--- src/design/doeq_pkg.sv ---
// Shared types and codes for the deadline-ordered expiry queue.
package doeq_pkg;

  localparam int HANDLE_W = 5;
  localparam int FIELD_T_W = 32;

  // Operation codes of the func field.
  localparam logic [1:0] FUNC_SET    = 2'd0;
  localparam logic [1:0] FUNC_REMOVE = 2'd1;
  localparam logic [1:0] FUNC_TICK   = 2'd2;
  localparam logic [1:0] FUNC_DRAIN  = 2'd3;

  // Result status codes.
  localparam logic [1:0] STATUS_OK      = 2'd0;
  localparam logic [1:0] STATUS_FULL    = 2'd1;
  localparam logic [1:0] STATUS_ABSENT  = 2'd2;

  typedef enum logic [2:0] {
    ST_IDLE,
    ST_EXEC,
    ST_INSERT,
    ST_RESP,
    ST_POP
  } state_t;

  typedef enum logic [1:0] {
    OSEL_RESP,
    OSEL_POP,
    OSEL_EMPTY
  } out_sel_t;

  // Commands from the controller to the datapath.
  typedef struct packed {
    logic     load_in;
    logic     do_remove;
    logic     do_insert;
    logic     do_pop;
    logic     out_load;
    out_sel_t out_sel;
  } cmd_t;

  // Status from the datapath to the controller.
  typedef struct packed {
    logic [1:0] func;
    logic       out_free;
    logic       head_due;
    logic       next_due;
  } sts_t;

endpackage

--- src/design/deadline_ordered_expiry_queue.sv ---
// Top level of the deadline-ordered expiry queue.
//
//  channel | handshake           | payload
//  input   | in_valid, in_stall  | func, handle, deadline, now
//  output  | out_valid, out_stall| out_handle, expired, status, last
//
// Set goes through capture, take out, insert and respond; remove through capture, take out and respond.
// Tick and drain go through capture and an execute step, then give one result for each popped entry, or a
// single empty result when nothing is due.
// Reset clears all slot valid bits at once; the queue is empty after reset.
// Every cycle that loads a result waits while a stalled item sits in the output register.
// A new input item is taken only after the previous item's final result has been loaded.
module deadline_ordered_expiry_queue import doeq_pkg::*; #(
  parameter int CAPACITY  = 32,
  parameter int TIME_BITS = 32
) (
  input  logic                clk,
  input  logic                rst,
  input  logic                in_valid,
  output logic                in_stall,
  input  logic [1:0]          func,
  input  logic [HANDLE_W-1:0] handle,
  input  logic [31:0]         deadline,
  input  logic [31:0]         now,
  output logic                out_valid,
  input  logic                out_stall,
  output logic [HANDLE_W-1:0] out_handle,
  output logic                expired,
  output logic [1:0]          status,
  output logic                last
);

  cmd_t cmd;
  sts_t sts;

  doeq_ctrl u_ctrl (
    .clk      (clk),
    .rst      (rst),
    .in_valid (in_valid),
    .in_stall (in_stall),
    .sts      (sts),
    .cmd      (cmd)
  );

  doeq_dp #(
    .CAPACITY  (CAPACITY),
    .TIME_BITS (TIME_BITS)
  ) u_dp (
    .clk        (clk),
    .rst        (rst),
    .cmd        (cmd),
    .sts        (sts),
    .func       (func),
    .handle     (handle),
    .deadline   (deadline),
    .now        (now),
    .out_stall  (out_stall),
    .out_valid  (out_valid),
    .out_handle (out_handle),
    .expired    (expired),
    .status     (status),
    .last       (last)
  );

endmodule

--- src/design/doeq_ctrl.sv ---
// Controller state machine of the deadline-ordered expiry queue.
module doeq_ctrl import doeq_pkg::*; (
  input  logic clk,
  input  logic rst,
  input  logic in_valid,
  output logic in_stall,
  input  sts_t sts,
  output cmd_t cmd
);

  state_t state, state_next;

  // State register.
  always_ff @(posedge clk) begin
    if (rst) begin
      state <= ST_IDLE;
    end else begin
      state <= state_next;
    end
  end

  // Next state and commands.
  always_comb begin
    state_next    = state;
    cmd           = '0;
    cmd.out_sel   = OSEL_RESP;
    in_stall      = 1'b1;
    case (state)
      ST_IDLE: begin
        in_stall = 1'b0;
        if (in_valid) begin
          cmd.load_in = 1'b1;
          state_next  = ST_EXEC;
        end
      end
      ST_EXEC: begin
        case (sts.func)
          FUNC_SET: begin
            cmd.do_remove = 1'b1;
            state_next    = ST_INSERT;
          end
          FUNC_REMOVE: begin
            cmd.do_remove = 1'b1;
            state_next    = ST_RESP;
          end
          default: begin
            state_next = ST_POP;
          end
        endcase
      end
      ST_INSERT: begin
        cmd.do_insert = 1'b1;
        state_next    = ST_RESP;
      end
      ST_RESP: begin
        if (sts.out_free) begin
          cmd.out_load = 1'b1;
          cmd.out_sel  = OSEL_RESP;
          state_next   = ST_IDLE;
        end
      end
      ST_POP: begin
        if (sts.out_free) begin
          cmd.out_load = 1'b1;
          if (sts.head_due) begin
            cmd.out_sel = OSEL_POP;
            cmd.do_pop  = 1'b1;
            if (!sts.next_due) begin
              state_next = ST_IDLE;
            end
          end else begin
            cmd.out_sel = OSEL_EMPTY;
            state_next  = ST_IDLE;
          end
        end
      end
      default: begin
        state_next = ST_IDLE;
      end
    endcase
  end

endmodule

--- src/design/doeq_dp.sv ---
// Datapath of the deadline-ordered expiry queue: sorted slot chain and output register.
module doeq_dp import doeq_pkg::*; #(
  parameter int CAPACITY  = 32,
  parameter int TIME_BITS = 32
) (
  input  logic                clk,
  input  logic                rst,
  input  cmd_t                cmd,
  output sts_t                sts,
  input  logic [1:0]          func,
  input  logic [HANDLE_W-1:0] handle,
  input  logic [31:0]         deadline,
  input  logic [31:0]         now,
  input  logic                out_stall,
  output logic                out_valid,
  output logic [HANDLE_W-1:0] out_handle,
  output logic                expired,
  output logic [1:0]          status,
  output logic                last
);

  localparam int CUT = (TIME_BITS < FIELD_T_W) ? TIME_BITS : FIELD_T_W;

  // Captured item.
  logic [1:0]           r_func;
  logic [HANDLE_W-1:0]  r_handle;
  logic [TIME_BITS-1:0] r_dl;
  logic [TIME_BITS-1:0] r_now;
  logic [1:0]           res_status;

  // Slot chain, valid entries form a prefix in queue order.
  logic [TIME_BITS-1:0] slot_deadline [CAPACITY];
  logic [HANDLE_W-1:0]  slot_handle   [CAPACITY];
  logic [CAPACITY-1:0]  slot_valid;

  logic [CAPACITY-1:0] match, from_match, later, ins_here;
  logic                found, full, drain;

  // Capture the item fields, deadlines cut to TIME_BITS.
  always_ff @(posedge clk) begin
    if (cmd.load_in) begin
      r_func   <= func;
      r_handle <= handle;
      r_dl     <= TIME_BITS'(deadline[CUT-1:0]);
      r_now    <= TIME_BITS'(now[CUT-1:0]);
    end
  end

  // Per-slot compares against the captured handle and deadline.
  always_comb begin
    for (int i = 0; i < CAPACITY; i++) begin
      match[i] = slot_valid[i] && (slot_handle[i] == r_handle);
      later[i] = !slot_valid[i] || (slot_deadline[i] > r_dl);
    end
    from_match[0] = match[0];
    ins_here[0]   = later[0];
    for (int i = 1; i < CAPACITY; i++) begin
      from_match[i] = from_match[i-1] | match[i];
      ins_here[i]   = later[i] & ~later[i-1];
    end
  end

  assign found = |match;
  assign full  = slot_valid[CAPACITY-1];
  assign drain = (r_func == FUNC_DRAIN);

  // Slot chain update: remove and pop shift forward, insert shifts back.
  always_ff @(posedge clk) begin
    if (rst) begin
      slot_valid <= '0;
    end else begin
      for (int i = 0; i < CAPACITY; i++) begin
        if ((cmd.do_remove && from_match[i]) || cmd.do_pop) begin
          if (i + 1 < CAPACITY) begin
            slot_valid[i]    <= slot_valid[(i+1) % CAPACITY];
            slot_deadline[i] <= slot_deadline[(i+1) % CAPACITY];
            slot_handle[i]   <= slot_handle[(i+1) % CAPACITY];
          end else begin
            slot_valid[i] <= 1'b0;
          end
        end else if (cmd.do_insert && !full) begin
          if (ins_here[i]) begin
            slot_valid[i]    <= 1'b1;
            slot_deadline[i] <= r_dl;
            slot_handle[i]   <= r_handle;
          end else if (i > 0 && later[i] && later[(i+CAPACITY-1) % CAPACITY]) begin
            slot_valid[i]    <= slot_valid[(i+CAPACITY-1) % CAPACITY];
            slot_deadline[i] <= slot_deadline[(i+CAPACITY-1) % CAPACITY];
            slot_handle[i]   <= slot_handle[(i+CAPACITY-1) % CAPACITY];
          end
        end
      end
    end
  end

  // Status of set and remove, kept until the response goes out.
  always_ff @(posedge clk) begin
    if (cmd.do_remove) begin
      res_status <= found ? STATUS_OK : STATUS_ABSENT;
    end else if (cmd.do_insert) begin
      res_status <= full ? STATUS_FULL : STATUS_OK;
    end
  end

  // Output register.
  always_ff @(posedge clk) begin
    if (rst) begin
      out_valid <= 1'b0;
    end else if (cmd.out_load) begin
      out_valid <= 1'b1;
    end else if (!out_stall) begin
      out_valid <= 1'b0;
    end
  end

  always_ff @(posedge clk) begin
    if (cmd.out_load) begin
      case (cmd.out_sel)
        OSEL_POP: begin
          out_handle <= slot_handle[0];
          expired    <= 1'b1;
          status     <= STATUS_OK;
          last       <= !sts.next_due;
        end
        OSEL_EMPTY: begin
          out_handle <= '0;
          expired    <= 1'b0;
          status     <= STATUS_OK;
          last       <= 1'b1;
        end
        default: begin
          out_handle <= r_handle;
          expired    <= 1'b0;
          status     <= res_status;
          last       <= 1'b1;
        end
      endcase
    end
  end

  // Status toward the controller.
  always_comb begin
    sts.func     = r_func;
    sts.out_free = !out_valid || !out_stall;
    sts.head_due = slot_valid[0] && (drain || slot_deadline[0] < r_now);
    sts.next_due = slot_valid[1] && (drain || slot_deadline[1] < r_now);
  end

  // Invariants of the chain.
  logic prefix_ok, sorted_ok;
  always_comb begin
    prefix_ok = 1'b1;
    sorted_ok = 1'b1;
    for (int i = 1; i < CAPACITY; i++) begin
      if (slot_valid[i] && !slot_valid[i-1]) prefix_ok = 1'b0;
      if (slot_valid[i] && slot_deadline[i] < slot_deadline[i-1]) sorted_ok = 1'b0;
    end
  end

  a_prefix: assert property (@(posedge clk) disable iff (rst) prefix_ok)
    else $error("valid slots do not form a prefix");
  a_sorted: assert property (@(posedge clk) disable iff (rst) sorted_ok)
    else $error("slot chain out of deadline order");
  a_load_free: assert property (@(posedge clk) disable iff (rst)
    cmd.out_load |-> sts.out_free)
    else $error("output loaded over a waiting item");
  a_pop_valid: assert property (@(posedge clk) disable iff (rst)
    cmd.do_pop |-> slot_valid[0])
    else $error("pop from an empty queue");

endmodule

--- config.mk ---
export PLATFORM = sky130hd
export DESIGN_NAME = deadline_ordered_expiry_queue
export DESIGN_NICKNAME = d
export VERILOG_FILES = /design/src/design/doeq_pkg.sv /design/src/design/deadline_ordered_expiry_queue.sv /design/src/design/doeq_ctrl.sv /design/src/design/doeq_dp.sv
export SDC_FILE = /design/constraint.sdc
export NUM_CORES = 2
export LEC_CHECK = 0
export ABC_CLOCK_PERIOD_IN_PS = 17580
export BUFFER_PORTS_ARGS = -buffer_cell sky130_fd_sc_hd__buf_2
export CORE_MARGIN = 2
export CORE_UTILIZATION = 45
export CTS_BUF_LIST = sky130_fd_sc_hd__clkbuf_4 sky130_fd_sc_hd__clkbuf_8 sky130_fd_sc_hd__clkbuf_16
export CTS_CLUSTER_DIAMETER = 80
export DETAILED_ROUTE_END_ITERATION = 16
export GPL_ROUTABILITY_DRIVEN = 0
export PLACE_DENSITY = 0.7
export SLEW_MARGIN = 20
export SYNTH_ARGS = -nofsm -noshare
export SYNTH_HDL_FRONTEND = slang
export SYNTH_HIERARCHICAL = 1
export SYNTH_SLANG_ARGS = --single-unit
--- constraint.sdc ---
create_clock -name clk -period 17.58 [get_ports clk]
set_clock_uncertainty 0.05 [all_clocks]
set_input_delay 3.516 -clock clk [delete_from_list [all_inputs] [get_ports clk]]
set_output_delay 3.516 -clock clk [all_outputs]
set_load 0.02 [all_outputs]
==> qor.yml <==
die:
  die_h_um: 462
  row_count: 168
  dieArea_um2: 214000
  die_w_um: 462
  core-area_um2: 209000
  initial_core_util: 0.452
  ios: 86
route:
  viasPerCell: 6.63
  drt_iter0_markers: 8065
  ant_nets: 0
  wl_per_cell_um: 28.1
  firstDrtPassIters: 6
  vias: 72439
  wl_mm: 307
  drc: 0
pwr:
  p_switching_mw: 2.58
  total_power_mw: 8.54
  power.density_nw_per_um2: 82.6
  combinationalPowerShare: 0.207
  power_frac_clock: 0.361
  seq_power_share: 0.432
  swShare: 0.302
  max-vdd-ir-drop_mv: 0.0903
  leakagePower_nw: 40.3
  p_int_mw: 5.96
yosys:
  synth-edff-count: 1266
  ys_seq_area_frac: 0.410
  synthDistinctLibCells: 88
  synth_most_common_cell: "edfxtp_1"
  synth_area_leaders: "edfxtp_1, mux2_2, ha_1"
  synth_cells: 8075
  synth_largest_area_cell: "edfxtp_1"
  synth_flop_cell: "edfxtp_1"
  synth-seq-cells: 1302
  synth_area_um2: 94500
  synth_common_cells: "edfxtp_1, mux2_2, ha_1"
  synth_nets: 9205
  yosys_warnings: 6
  async_flop_share: 0
  yosys.area.top_type_share: 0.402
  postSynthAreaPerCell_um2: 11.7
worst_setup_path:
  cp.arrival_ns: 7.97
  critPathLaunchType: "input port"
  crit_start: "rst"
  r2r-start: "u_dp/slot_deadline[0][9]"
  worstPathRequired_ns: 18.03
  critical_path_class: "input port to register"
  end_kind: "register"
  crit_fanout: 66
clock_network:
  cts.sinks: 1302
  root_buffer: "clkbuf_16"
  clock_latency_ns: 0.81
  post_cts_buffers: 0
  cts_htree_levels: 4
  clockBufferDepth: 3
  cts_tree: "done"
  path_clk_slew_ns: 0.06
  cts-resized-gates: 0
  numCtsBuffers: 149
  postCtsHoldBufs: 0
sta:
  rsz0062_at_grt: "no"
  hold_viol_final: 0
  finalSetupViolations: 0
  finalCritPeriodShare: 0.428
  tightest_slew_ns: 1.16
  drv_slew: 0
  fmaxAchievable_mhz: 133
  min_period_ns: 7.53
  finalSetupTns_ns: 0
  slew_headroom: 0.224
  whs_ns: 0.440
worst_hold_path:
  hp-start: "u_dp/slot_valid[5]"
  worstHoldPathType: "register to register"
placement:
  numPortBuffers: 85
  post_dp_cell_area_um2: 98400
  hpwlAfterDp_mm: 219
finish:
  syn_to_final_growth_pct: 9.42
  design_area_um2: 103000
  final_util: 0.494
  nets: 9129
  drive_gt1_frac: 0.240
global_routing:
  grt.overflow.total: 0
  grt_max_degree: 115
  grt_pass1_vias: 71384
  grt_pass1_wl_mm: 454
  antenna_found_initial: 15
  track_usage: 0.279
run_status:
  outcome: "finished, final reports clean"
run:
  max-cap-violations: 0
==> logic make-up (layout without fill, tap and decap cells) <==
kind of cell             count (synthesis)  after routing  synth area share
AO/OA/AOI/OAI                         1604           1604             0.111
adder cells (fa/ha/maj)               1055           1055             0.140
multiplexers                          1928           1928             0.222
other                                    0              7                 0
AND/OR/NAND/NOR                       1248           1248            0.0686
flip-flops                            1302           1302             0.410
XOR/XNOR                               160            160            0.0148
buffers and inverters                  778            823            0.0340
==> registers in the layout (all words and copies together), names as in the netlist, 3 cells and up <==
name / cells
u_dp/r_handle: 5
u_dp/slot_deadline: 1024
u_dp/out_handle: 5
u_dp/slot_valid: 32
u_dp/r_now: 32
u_dp/r_dl: 32
u_ctrl/state: 3
u_dp/slot_handle: 160
==> cells in the final DEF, fill, tap and decap left out, types with 107 or more instances in the layout <==
master,instances
edfxtp_1,1266
buf_4,191
nor2_1,246
a31oi_1,158
o21ai_0,186
mux2i_1,622
mux2_2,1253
xor2_1,107
nand2_1,277
clkbuf_16,153
ha_1,1055
a21oi_1,500
nand4_1,200
inv_1,229
a21o_1,199
==> per-layer routing <==
metal	routed length, um	GRT usage	up-vias
met1	121000	0.363	36118
met5	22	0	-
met4	15700	0.133	4
met3	28900	0.0542	961
met2	141000	0.446	3939
li1	-	-	31417
==> final cells by class <==
class	instances	area, um^2
inverters	261	980
clock buffers	193	4140
repair buffers	290	2180
clock inverters	79	541
fillers	18228	106000
flip-flops and latches	1302	38700
diodes	7	17.5
well taps	2805	3510
multi-input cells	5995	53300
==> per-stage QoR <==
| stage | cells | worst slack, ns |
|---|---|---|
| 2_1_floorplan | 8075 | 8.17 |
| 3_5_place_dp | 10642 | 9.34 |
| 6_report | 10932 | 10.05 |
| 5_1_grt | 10926 | 9.92 |
| 4_1_cts | 10914 | 10.17 |
| 3_3_place_gp | 10640 | 9.43 |
==> worst max-delay path, stage by stage <==
cell and delay [ns]:
buf_4 0.30, nor2_1 0.75, nand2_1 0.71, nor2_2 0.26, buf_4 0.44, a21oi_2 0.11, buf_4 0.30, inv_2 0.23
buf_4 0.68, o2bb2ai_4 0.34, buf_12 0.25
==> worst paths after layout <==
check                                                   to  slack [ns]  cells after the start
worst max-delay path            u_dp/slot_deadline[1][466]       10.05                     11
worst min-delay path                    u_dp/slot_valid[6]        0.44                      2
worst max register to register  u_dp/slot_deadline[1][466]       10.84                     20
worst min register to register          u_dp/slot_valid[6]        0.44                      2
==> power by group through the flow <==
stage / sequential [mW] / clock [mW] / combinational (mW)
3_5_place_dp: 3.75 / 0 / 1.71
3_3_place_gp: 3.75 / 0 / 1.63
4_1_cts: 3.68 / 3.12 / 1.72
5_1_grt: 3.69 / 3.23 / 1.90
6_report: 3.69 / 3.08 / 1.77
2_1_floorplan: 3.69 / 0 / 1.17
Note: power is estimated with default switching activity, not from simulation.
